===== config.mk =====
export PLATFORM = sky130hd
export DESIGN_NAME = best_alignment_group_selector_unit
export DESIGN_NICKNAME = d
export VERILOG_FILES = /design/src/rtl/core/bagsel_pkg.sv /design/src/rtl/core/bagsel_ram.sv /design/src/rtl/core/best_alignment_group_selector_unit.sv
export SDC_FILE = /design/constraint.sdc
export NUM_CORES = 2
export LEC_CHECK = 0
export BUFFER_PORTS_ARGS = -buffer_cell sky130_fd_sc_hd__buf_2
export CORE_ASPECT_RATIO = 1.75
export CORE_MARGIN = 1
export CORE_UTILIZATION = 50
export CTS_CLUSTER_DIAMETER = 80
export CTS_CLUSTER_SIZE = 8
export DETAILED_ROUTE_END_ITERATION = 10
export GPL_TIMING_DRIVEN = 0
export PLACE_DENSITY = 0.74
export SLEW_MARGIN = 20
export SYNTH_ARGS = -nofsm -noshare
export SYNTH_HDL_FRONTEND = slang
export SYNTH_SLANG_ARGS = --single-unit

===== constraint.sdc =====
create_clock -name clk -period 12.94 [get_ports clk]
set_clock_uncertainty 0.05 [all_clocks]
set_input_delay 3.882 -clock clk [delete_from_list [all_inputs] [get_ports clk]]
set_output_delay 3.882 -clock clk [all_outputs]
set_load 0.005 [all_outputs]

===== src/rtl/core/bagsel_pkg.sv =====
`timescale 1ns / 1ps
// Shared types and constants of the best alignment group selector.
// Depends on nothing; used by the top level of the block.
package bagsel_pkg;

    // One alignment record as it arrives on the input channel.
    typedef struct packed {
        logic [6:0]  percent_identity;
        logic [23:0] match_count;
        logic [9:0]  exon_count;
        logic        last_in_group;
    } in_item_t;

    // One per-record result of a judged group.
    typedef struct packed {
        logic [5:0] record_index;
        logic       selected;
        logic [3:0] decision_case;
        logic       group_overflow;
        logic       last_result;
    } out_item_t;

    // A record as held in the group store.
    typedef struct packed {
        logic [6:0]  id;
        logic [23:0] nm;
        logic [9:0]  ex;
    } rec_t;

    localparam int REC_W = $bits(rec_t);

    localparam logic [7:0] MARGIN_RESET = 8'd10;
    localparam logic [7:0] IDENT_SLACK  = 8'd3;

    // Decision codes reported with every result of a group.
    localparam logic [3:0] DC_SINGLE       = 4'd0;
    localparam logic [3:0] DC_AGREE_BEST   = 4'd1;
    localparam logic [3:0] DC_AGREE_EXONS  = 4'd2;
    localparam logic [3:0] DC_IDENT_BEST   = 4'd3;
    localparam logic [3:0] DC_IDENT_EXONS  = 4'd4;
    localparam logic [3:0] DC_ALPHA        = 4'd5;
    localparam logic [3:0] DC_MORE_EXONS   = 4'd6;
    localparam logic [3:0] DC_IDENT_GAP    = 4'd7;
    localparam logic [3:0] DC_RUNNER_UP    = 4'd8;
    localparam logic [3:0] DC_RUNNER_EXONS = 4'd9;

endpackage


===== src/rtl/core/bagsel_ram.sv =====
`timescale 1ns / 1ps
// Generic simple dual-port RAM: one write port, one read port, registered read.
// Depends on nothing.
module bagsel_ram #(
    parameter int WIDTH = 41,
    parameter int DEPTH = 64
) (
    input  logic                                   clk,
    input  logic                                   we,
    input  logic [((DEPTH > 1) ? $clog2(DEPTH) : 1)-1:0] waddr,
    input  logic [WIDTH-1:0]                       wdata,
    input  logic                                   re,
    input  logic [((DEPTH > 1) ? $clog2(DEPTH) : 1)-1:0] raddr,
    output logic [WIDTH-1:0]                       rdata
);

    logic [WIDTH-1:0] mem_reg [DEPTH];
    logic [WIDTH-1:0] rdata_reg;

    always_ff @(posedge clk)
    begin
        if (we)
        begin
            mem_reg[waddr] <= wdata;
        end
        if (re)
        begin
            rdata_reg <= mem_reg[raddr];
        end
    end

    assign rdata = rdata_reg;

endmodule


===== src/rtl/core/best_alignment_group_selector_unit.sv =====
`timescale 1ns / 1ps
// Top level of the best alignment group selector: group store, sequencer, alpha test.
// Depends on bagsel_pkg and bagsel_ram.

// Records of a group are taken one per cycle while the block is idle and written
// into the group store; running bests are kept as they arrive. The record marked
// last_in_group closes the group, and the block then stalls its input until the
// last result of the group has been loaded for output. Judging walks the store
// with its single read port, one record per cycle, in up to three passes (ranking,
// exon search, margin pick), with an alpha test on one shared 32x8 multiplier
// between them. Results then leave one at a time, each read from the store before
// it is loaded, and wait while the output is stalled. Records beyond MAX_GROUP are
// dropped and the group's results are flagged with group_overflow.
module best_alignment_group_selector_unit #(
    parameter int MAX_GROUP = 64
) (
    input  logic                  clk,
    input  logic                  rst_n,
    input  logic                  cfg_we,
    input  logic [7:0]            cfg_wdata,
    input  logic                  rec_valid,
    output logic                  rec_stall,
    input  bagsel_pkg::in_item_t  rec_data,
    output logic                  res_valid,
    input  logic                  res_stall,
    output bagsel_pkg::out_item_t res_data
);

    localparam int AW = (MAX_GROUP > 1) ? $clog2(MAX_GROUP) : 1;
    localparam int CW = $clog2(MAX_GROUP + 1);

    localparam logic [2:0] S_IDLE    = 3'd0;
    localparam logic [2:0] S_SCAN    = 3'd1;
    localparam logic [2:0] S_ALPHA   = 3'd2;
    localparam logic [2:0] S_EMIT_RD = 3'd3;
    localparam logic [2:0] S_EMIT_LD = 3'd4;

    localparam logic [3:0] PH_EQ_MAX = 4'd0;
    localparam logic [3:0] PH_EQ_MG  = 4'd1;
    localparam logic [3:0] PH_RANK   = 4'd2;
    localparam logic [3:0] PH_R_MAX  = 4'd3;
    localparam logic [3:0] PH_R_MG   = 4'd4;
    localparam logic [3:0] PH_A_MAX  = 4'd5;
    localparam logic [3:0] PH_EXX    = 4'd6;
    localparam logic [3:0] PH_M_MG   = 4'd7;

    typedef struct packed {
        logic [3:0]  phase;
        logic [2:0]  step;
        logic [6:0]  q_id;
        logic [23:0] q_nm;
        logic [9:0]  acc_ex;
        logic [23:0] acc_nm;
        logic [6:0]  idi;
        logic [23:0] nmi;
        logic [6:0]  idm;
        logic [23:0] nmm;
        logic [9:0]  exi;
        logic [9:0]  exm;
        logic [39:0] prod;
        logic [32:0] dval;
        logic [6:0]  sid;
        logic [23:0] snm;
        logic [9:0]  sex;
        logic [3:0]  dcase;
        logic        sel_all;
    } ctx_t;

    logic [2:0]           state_reg, state_next;
    logic [CW-1:0]        cnt_reg, cnt_next;
    logic [CW-1:0]        addr_reg, addr_next;
    logic                 vld_reg, vld_next;
    logic [6:0]           ifi_id_reg, ifi_id_next;
    logic [23:0]          ifi_nm_reg, ifi_nm_next;
    logic [6:0]           mfi_id_reg, mfi_id_next;
    logic [23:0]          mfi_nm_reg, mfi_nm_next;
    logic                 ovf_reg, ovf_next;
    logic [7:0]           margin_reg, margin_next;
    logic                 res_valid_reg, res_valid_next;
    bagsel_pkg::out_item_t res_data_reg, res_data_next;
    ctx_t                 ctx_reg, ctx_next;

    logic                 take;
    logic                 ram_we;
    logic                 ram_re;
    bagsel_pkg::rec_t     wr_rec;
    bagsel_pkg::rec_t     rd_rec;
    logic [31:0]          mul_a;
    logic [7:0]           mul_b;
    logic [39:0]          mul_p;
    logic [40:0]          d_ext;
    logic [40:0]          d80;
    logic                 alpha_lt;
    logic                 mg_ok;
    logic                 ex_ok;

    assign take      = rec_valid && (state_reg == S_IDLE);
    assign rec_stall = (state_reg != S_IDLE);
    assign wr_rec    = '{id: rec_data.percent_identity, nm: rec_data.match_count,
                         ex: rec_data.exon_count};

    bagsel_ram #(
        .WIDTH (bagsel_pkg::REC_W),
        .DEPTH (MAX_GROUP)
    ) u_store (
        .clk   (clk),
        .we    (ram_we),
        .waddr (cnt_reg[AW-1:0]),
        .wdata (wr_rec),
        .re    (ram_re),
        .raddr (addr_reg[AW-1:0]),
        .rdata (rd_rec)
    );

    // Shared multiplier of the alpha test; its operands follow the step.
    always_comb
    begin
        mul_a = '0;
        mul_b = '0;
        case (ctx_reg.step)
            3'd0:
            begin
                mul_a = 32'(ctx_reg.nmm);
                mul_b = 8'(ctx_reg.idi);
            end
            3'd1:
            begin
                mul_a = 32'(ctx_reg.nmi);
                mul_b = 8'(ctx_reg.idm);
            end
            3'd2:
            begin
                mul_a = 32'(ctx_reg.nmm - ctx_reg.nmi);
                mul_b = 8'(ctx_reg.idm);
            end
            3'd3:
            begin
                mul_a = ctx_reg.prod[31:0];
                mul_b = 8'(ctx_reg.idi);
            end
            default:
            begin
                mul_a = '0;
                mul_b = '0;
            end
        endcase
    end

    assign mul_p    = 40'(mul_a) * 40'(mul_b);
    assign d_ext    = {{8{ctx_reg.dval[32]}}, ctx_reg.dval};
    assign d80      = (d_ext << 6) + (d_ext << 4);
    assign alpha_lt = $signed({1'b0, ctx_reg.prod}) < $signed(d80);

    // When the margin exceeds the best match count, no record passes the margin test.
    assign mg_ok = (ctx_reg.q_nm >= 24'(margin_reg)) &&
                   (rd_rec.nm >= (ctx_reg.q_nm - 24'(margin_reg)));
    // A record with zero exons always passes; any other needs more than one exon beyond acc_ex.
    assign ex_ok = (rd_rec.ex == '0) || ((11'(ctx_reg.acc_ex) + 11'd1) < 11'(rd_rec.ex));

    always_comb
    begin
        state_next     = state_reg;
        cnt_next       = cnt_reg;
        addr_next      = addr_reg;
        vld_next       = 1'b0;
        ifi_id_next    = ifi_id_reg;
        ifi_nm_next    = ifi_nm_reg;
        mfi_id_next    = mfi_id_reg;
        mfi_nm_next    = mfi_nm_reg;
        ovf_next       = ovf_reg;
        margin_next    = cfg_we ? cfg_wdata : margin_reg;
        res_valid_next = res_valid_reg && res_stall;
        res_data_next  = res_data_reg;
        ctx_next       = ctx_reg;
        ram_we         = 1'b0;
        ram_re         = 1'b0;

        unique case (state_reg)
            S_IDLE:
            begin
                if (take)
                begin
                    if (cnt_reg < CW'(MAX_GROUP))
                    begin
                        ram_we   = 1'b1;
                        cnt_next = cnt_reg + 1'b1;
                        if ((wr_rec.id > ifi_id_reg) ||
                            ((wr_rec.id == ifi_id_reg) && (wr_rec.nm > ifi_nm_reg)))
                        begin
                            ifi_id_next = wr_rec.id;
                            ifi_nm_next = wr_rec.nm;
                        end
                        if ((wr_rec.nm > mfi_nm_reg) ||
                            ((wr_rec.nm == mfi_nm_reg) && (wr_rec.id > mfi_id_reg)))
                        begin
                            mfi_id_next = wr_rec.id;
                            mfi_nm_next = wr_rec.nm;
                        end
                    end
                    else
                    begin
                        ovf_next = 1'b1;
                    end
                    if (rec_data.last_in_group)
                    begin
                        addr_next        = '0;
                        ctx_next.sel_all = 1'b0;
                        ctx_next.acc_ex  = '0;
                        if (cnt_next == CW'(1))
                        begin
                            ctx_next.sel_all = 1'b1;
                            ctx_next.dcase   = bagsel_pkg::DC_SINGLE;
                            state_next       = S_EMIT_RD;
                        end
                        else if ((ifi_id_next == mfi_id_next) &&
                                 (ifi_nm_next == mfi_nm_next))
                        begin
                            ctx_next.q_id  = ifi_id_next;
                            ctx_next.q_nm  = ifi_nm_next;
                            ctx_next.phase = PH_EQ_MAX;
                            state_next     = S_SCAN;
                        end
                        else
                        begin
                            ctx_next.idi   = '0;
                            ctx_next.nmi   = '0;
                            ctx_next.idm   = '0;
                            ctx_next.nmm   = '0;
                            ctx_next.phase = PH_RANK;
                            state_next     = S_SCAN;
                        end
                    end
                end
            end

            S_SCAN:
            begin
                ram_re    = (addr_reg != cnt_reg);
                vld_next  = ram_re;
                addr_next = ram_re ? addr_reg + 1'b1 : addr_reg;
                if (vld_reg)
                begin
                    case (ctx_reg.phase) inside
                        PH_RANK:
                        begin
                            if (rd_rec.id > ctx_reg.idi)
                            begin
                                ctx_next.idm = ctx_reg.idi;
                                ctx_next.nmm = ctx_reg.nmi;
                                ctx_next.idi = rd_rec.id;
                                ctx_next.nmi = rd_rec.nm;
                            end
                            else if ((rd_rec.id == ctx_reg.idi) && (rd_rec.nm > ctx_reg.nmi))
                            begin
                                ctx_next.nmi = rd_rec.nm;
                            end
                            else if ((rd_rec.id < ctx_reg.idi) &&
                                     ((rd_rec.id > ctx_reg.idm) ||
                                      ((rd_rec.id == ctx_reg.idm) &&
                                       (rd_rec.nm > ctx_reg.nmm))))
                            begin
                                ctx_next.idm = rd_rec.id;
                                ctx_next.nmm = rd_rec.nm;
                            end
                        end
                        PH_EXX:
                        begin
                            if ((rd_rec.id == ctx_reg.idm) && (rd_rec.nm == ctx_reg.nmm) &&
                                (ctx_reg.exm < rd_rec.ex))
                            begin
                                ctx_next.exm = rd_rec.ex;
                            end
                            else if ((rd_rec.id == ctx_reg.idi) &&
                                     (rd_rec.nm == ctx_reg.nmi) &&
                                     (ctx_reg.exi < rd_rec.ex))
                            begin
                                ctx_next.exi = rd_rec.ex;
                            end
                        end
                        PH_EQ_MG, PH_R_MG, PH_M_MG:
                        begin
                            if ((rd_rec.id == ctx_reg.q_id) && mg_ok && ex_ok)
                            begin
                                ctx_next.acc_ex = rd_rec.ex;
                                ctx_next.acc_nm = rd_rec.nm;
                            end
                        end
                        default:
                        begin
                            if ((rd_rec.id == ctx_reg.q_id) && (rd_rec.nm >= ctx_reg.q_nm) &&
                                (ctx_reg.acc_ex < rd_rec.ex))
                            begin
                                ctx_next.acc_ex = rd_rec.ex;
                            end
                        end
                    endcase
                end
                else if (addr_reg == cnt_reg)
                begin
                    // Pass complete: pick the next pass, the alpha test or the verdict.
                    addr_next = '0;
                    case (ctx_reg.phase) inside
                        PH_EQ_MAX, PH_R_MAX:
                        begin
                            ctx_next.acc_nm = ctx_reg.q_nm;
                            ctx_next.phase  = (ctx_reg.phase == PH_EQ_MAX) ? PH_EQ_MG
                                                                          : PH_R_MG;
                        end
                        PH_EQ_MG, PH_R_MG:
                        begin
                            ctx_next.sid = ctx_reg.q_id;
                            ctx_next.snm = ctx_reg.acc_nm;
                            ctx_next.sex = ctx_reg.acc_ex;
                            if (ctx_reg.phase == PH_EQ_MG)
                            begin
                                ctx_next.dcase = (ctx_reg.acc_nm == ctx_reg.q_nm)
                                    ? bagsel_pkg::DC_AGREE_BEST : bagsel_pkg::DC_AGREE_EXONS;
                            end
                            else
                            begin
                                ctx_next.dcase = (ctx_reg.acc_nm == ctx_reg.q_nm)
                                    ? bagsel_pkg::DC_IDENT_BEST : bagsel_pkg::DC_IDENT_EXONS;
                            end
                            state_next = S_EMIT_RD;
                        end
                        PH_RANK:
                        begin
                            if (ctx_reg.nmi >= ctx_reg.nmm)
                            begin
                                ctx_next.q_id   = ctx_reg.idi;
                                ctx_next.q_nm   = ctx_reg.nmi;
                                ctx_next.acc_ex = '0;
                                ctx_next.phase  = PH_R_MAX;
                            end
                            else
                            begin
                                ctx_next.step = 3'd0;
                                state_next    = S_ALPHA;
                            end
                        end
                        PH_A_MAX:
                        begin
                            ctx_next.sid   = ctx_reg.idi;
                            ctx_next.snm   = ctx_reg.nmi;
                            ctx_next.sex   = ctx_reg.acc_ex;
                            ctx_next.dcase = bagsel_pkg::DC_ALPHA;
                            state_next     = S_EMIT_RD;
                        end
                        PH_EXX:
                        begin
                            if (((11'(ctx_reg.exm) + 11'd1) < 11'(ctx_reg.exi)) ||
                                ((8'(ctx_reg.idm) + bagsel_pkg::IDENT_SLACK) <
                                 8'(ctx_reg.idi)))
                            begin
                                ctx_next.sid   = ctx_reg.idi;
                                ctx_next.snm   = ctx_reg.nmi;
                                ctx_next.sex   = ctx_reg.exi;
                                ctx_next.dcase = ((11'(ctx_reg.exm) + 11'd1) <
                                                  11'(ctx_reg.exi))
                                    ? bagsel_pkg::DC_MORE_EXONS : bagsel_pkg::DC_IDENT_GAP;
                                state_next     = S_EMIT_RD;
                            end
                            else
                            begin
                                ctx_next.q_id   = ctx_reg.idm;
                                ctx_next.q_nm   = ctx_reg.nmm;
                                ctx_next.acc_ex = ctx_reg.exm;
                                ctx_next.acc_nm = ctx_reg.nmm;
                                ctx_next.phase  = PH_M_MG;
                            end
                        end
                        default:
                        begin
                            ctx_next.sid   = ctx_reg.idm;
                            ctx_next.snm   = ctx_reg.acc_nm;
                            ctx_next.sex   = ctx_reg.acc_ex;
                            ctx_next.dcase = (ctx_reg.acc_ex == ctx_reg.exm)
                                ? bagsel_pkg::DC_RUNNER_UP : bagsel_pkg::DC_RUNNER_EXONS;
                            state_next     = S_EMIT_RD;
                        end
                    endcase
                end
            end

            S_ALPHA:
            begin
                ctx_next.step = ctx_reg.step + 1'b1;
                case (ctx_reg.step)
                    3'd1:
                    begin
                        ctx_next.dval = 33'(ctx_reg.prod) - 33'(mul_p);
                    end
                    3'd4:
                    begin
                        addr_next = '0;
                        if ((ctx_reg.idm == '0) || alpha_lt)
                        begin
                            ctx_next.q_id   = ctx_reg.idi;
                            ctx_next.q_nm   = ctx_reg.nmi;
                            ctx_next.acc_ex = '0;
                            ctx_next.phase  = PH_A_MAX;
                        end
                        else
                        begin
                            ctx_next.exi   = '0;
                            ctx_next.exm   = '0;
                            ctx_next.phase = PH_EXX;
                        end
                        state_next = S_SCAN;
                    end
                    default:
                    begin
                        ctx_next.prod = mul_p;
                    end
                endcase
            end

            S_EMIT_RD:
            begin
                ram_re     = 1'b1;
                state_next = S_EMIT_LD;
            end

            S_EMIT_LD:
            begin
                if (!res_valid_reg || !res_stall)
                begin
                    res_valid_next               = 1'b1;
                    res_data_next.record_index   = 6'(addr_reg);
                    res_data_next.selected       = ctx_reg.sel_all ||
                                                   ((rd_rec.id == ctx_reg.sid) &&
                                                    (rd_rec.nm == ctx_reg.snm) &&
                                                    (rd_rec.ex == ctx_reg.sex));
                    res_data_next.decision_case  = ctx_reg.dcase;
                    res_data_next.group_overflow = ovf_reg;
                    res_data_next.last_result    = ((addr_reg + 1'b1) == cnt_reg);
                    if ((addr_reg + 1'b1) == cnt_reg)
                    begin
                        cnt_next    = '0;
                        addr_next   = '0;
                        ifi_id_next = '0;
                        ifi_nm_next = '0;
                        mfi_id_next = '0;
                        mfi_nm_next = '0;
                        ovf_next    = 1'b0;
                        state_next  = S_IDLE;
                    end
                    else
                    begin
                        addr_next  = addr_reg + 1'b1;
                        state_next = S_EMIT_RD;
                    end
                end
            end

            default:
            begin
                state_next = S_IDLE;
            end
        endcase
    end

    always_ff @(posedge clk or negedge rst_n)
    begin
        if (!rst_n)
        begin
            state_reg     <= S_IDLE;
            cnt_reg       <= '0;
            addr_reg      <= '0;
            vld_reg       <= 1'b0;
            ifi_id_reg    <= '0;
            ifi_nm_reg    <= '0;
            mfi_id_reg    <= '0;
            mfi_nm_reg    <= '0;
            ovf_reg       <= 1'b0;
            margin_reg    <= bagsel_pkg::MARGIN_RESET;
            res_valid_reg <= 1'b0;
        end
        else
        begin
            state_reg     <= state_next;
            cnt_reg       <= cnt_next;
            addr_reg      <= addr_next;
            vld_reg       <= vld_next;
            ifi_id_reg    <= ifi_id_next;
            ifi_nm_reg    <= ifi_nm_next;
            mfi_id_reg    <= mfi_id_next;
            mfi_nm_reg    <= mfi_nm_next;
            ovf_reg       <= ovf_next;
            margin_reg    <= margin_next;
            res_valid_reg <= res_valid_next;
        end
    end

    always_ff @(posedge clk)
    begin
        ctx_reg      <= ctx_next;
        res_data_reg <= res_data_next;
    end

    assign res_valid = res_valid_reg;
    assign res_data  = res_data_reg;

    // The store never holds more than MAX_GROUP records.
    a_cnt_bound: assert property (@(posedge clk) disable iff (!rst_n)
        cnt_reg <= CW'(MAX_GROUP))
        else $error("record count beyond capacity");

    // The store is only written while records are being loaded.
    a_write_idle: assert property (@(posedge clk) disable iff (!rst_n)
        ram_we |-> (state_reg == S_IDLE))
        else $error("store written during judging");

    // A shown result always carries one of the ten decision codes.
    a_case_range: assert property (@(posedge clk) disable iff (!rst_n)
        res_valid |-> (res_data.decision_case <= bagsel_pkg::DC_RUNNER_EXONS))
        else $error("decision code out of range");

    // After the final result of a group is loaded, the group state is empty.
    a_group_clear: assert property (@(posedge clk) disable iff (!rst_n)
        ((state_reg == S_EMIT_LD) && (state_next == S_IDLE)) |=>
        ((cnt_reg == '0) && !ovf_reg && res_data.last_result))
        else $error("group not cleared after its last result");

endmodule

==> results.ini <==
[floorplan]
rows = 254
die_h_um = 697
dieArea_um2 = 278000
floorplan.initialDensity_pct = 50.3
ios = 70
coreArea_um2 = 274000
die_w_um = 399

[sta]
finalCriticalPeriod_ns = 12.51
fin_crit_sh_pct = 96.6
rsz0062_at_grt = false
slew_headroom_pct = 8.76
timing.fmax_mhz = 80.0
worst_slew_pin_slew_ns = 1.37
whs_ns = 0.485
slew_viol_final = 0
setup_viol = 0
tns_ns = 0
hold_viol = 0

[yosys]
yosysSeqAreaShare_pct = 65.9
synth_top_family_by_area = multiplexers
syn-cell-area_um2 = 138000
synth_flop_cell = edfxtp_1
synth_cell_types = 97
synth-simple-area-share_pct = 4.65
synth_compound_area_share_pct = 5.09
synth.area.mux_share_pct = 14.6
yosys_warnings = 0
synth_edf_count = 2950
syn_area_per_cell_um2 = 17.3
synth_xor_area_share_pct = 1.64
async_flop_share_pct = 2.96
synth-seq-cells = 3040
syn_inst = 7956
synthAdderAreaFrac_pct = 6.06
synth_nets = 8580

[power_and_ir_drop]
power_density_nw_per_um2 = 217
ir_worst_vdd_uv = 129
power.leakage_nw = 53.2

[drt]
vias_per_cell = 6.80
vias = 83800
wl_per_cell_um = 38.0
drt_iter0_drc = 10600
drcViolationCount = 0
wl_um = 469000
postRouteAntennaNets = 0
drt_first_pass_iters = 10

[critical_path]
cp_common_cell = fa_1
startpoint_type = flip-flop
cp_top_family = compound AO/OA/AOI/OAI gates
slowest_stage = clkbuf_1
cp_max_fo = 10
worst-path-stages = 40
cp.required_ns = 13.53
slowest_delay_ns = 0.67
cp_num_buf_inv = 7
crit_type = reg -> reg
cp-end-kind = flip-flop
ff2ff_path_depth = 40
worstPathArrival_ns = 13.09

[cts]
cts.sinks = 3040
clock-root-buffer = clkbuf_16
cts_tree = done
cts.reportedPaths.clkPinSlew_ns = 0.06
insertion_delay_ns = 0.93
cts_made_buffers = 422
cts_max_level = 5
cts_max_path_buffers = 4

[cells_and_area]
multiInputGateArea_um2 = 44700
area_growth_pct = 15.0
final-instance-count-excl-fill = 12300
final_common_cell = edfxtp_1
nFillCells = 19300
fin_util_pct = 57.9
nets = 9235
largest_reg_flops = 2624
final_cell_mix = 2950 x edfxtp_1, 850 x mux4_2, 429 x clkbuf_16, 416 x ha_1, 409 x inv_1
seqCellArea_um2 = 90800
final_layout_size_suffix_gt1_share_pct = 20.5

[run]
drv_cap = 0

[run_status]
status = finished clean

[grt]
grt_max_degree = 74
grt_overflow = 0
antenna_found_initial = 41
grt_pass1_vias = 87700
grt_use_total_pct = 33.8
grt_pass1_wl_um = 651000

[min_path]
holdPathStages = 0
hold_class = reg -> reg

[placement]
routabilityCongestion = 1.08
dp.cells = 11800
portBuffers = 69
dpl.hpwl_um = 310000

## final timing paths
kind                               from             to  slack, ns
max reg2reg                ctx_reg[268]    ctx_reg[76]       0.43
min reg2reg                  ctx_reg[3]    res_data[4]       0.49
min in group asynchronous         rst_n        vld_reg       2.89
min                          ctx_reg[3]    res_data[4]       0.49
max in group asynchronous         rst_n  margin_reg[3]       9.09
max                        ctx_reg[268]    ctx_reg[76]       0.43
## synth_stat cells (all sizes together) (59+ instances only)
cell type  count  area (µm²)
edfxtp      2950       88600
mux4         850       19100
ha           416        5200
inv          411        1540
nor2         409        1540
nand2        303        1140
o21ai        281        1410
clkbuf       266         998
a21oi        236        1190
xnor2        192        1680
fa           153        3060
nand3        103         521
a21o          96         721
dfrtp         88        2200
nand4         84         526
buf           77         337
nand2b        76         483
a22o          73         639
mux2i         73         731
nor2b         69         432
nor3          68         340
xor2          66         578
o21a          65         488
a22oi         59         443
## logic make-up after synthesis
| logic type | Yosys count |
|---|---|
| buf+inv | 754 |
| mux | 943 |
| flops | 3040 |
| fa+ha+maj | 577 |
| simple gates | 1323 |
| xor+xnor | 258 |
| compound gates | 1061 |
## cell type report
cell class              instances  share of cell area (%)
repair buffers                232                    2.52
flip-flops and latches       3040                    57.3
diodes                         24                  0.0379
plain buffers                 342                   0.892
multi-input cells            4162                    28.2
inverters                     411                   0.973
clock inverters                17                   0.262
clock buffers                 517                    6.99
well taps                    3584                    2.83
## through the flow
stage	cell area, µm²	power [mW]	worst slack (ns)
2_1_floorplan	138000	19.6	3.11
3_3_place_gp	143000	23.5	-0.333
3_5_place_dp	147000	24.0	0.327
4_1_cts	158000	34.1	0.272
5_1_grt	159000	35.4	0.0780
6_report	159000	34.4	0.435
## per-layer routing
metal | GRT usage, % | share of wire (%)
met5 | 0 | 0.017
met4 | 33.0 | 12
met3 | 6.59 | 7.9
met2 | 60.1 | 52
met1 | 31.8 | 28
## power by group
group          total (mW)  switching (mW)  internal, mW
Clock                10.2            4.22          5.94
Combinational        11.9            7.26          4.64
Sequential           12.3           0.721          11.6
## timing repair
| action | CTS | global route |
|---|---|---|
| resized for setup | 0 | 9 |
| endpoints found under the hold margin | 0 | 0 |
| hold buffers | 0 | 0 |
| setup buffers | 0 | 0 |
| setup endpoints to repair | 0 | 2 |
## worst register-to-register path: cells and delay by family, from the launching register on
family	cells	cell delay, ns
AO/OA/AOI/OAI	15	4.03
AND/OR/NAND/NOR	6	1.18
XOR/XNOR	2	0.31
flip-flops	1	0.40
adder cells (fa/ha/maj)	10	3.90
buffers and inverters	7	2.36
No activity file was read; power rests on OpenSTA's default activity.
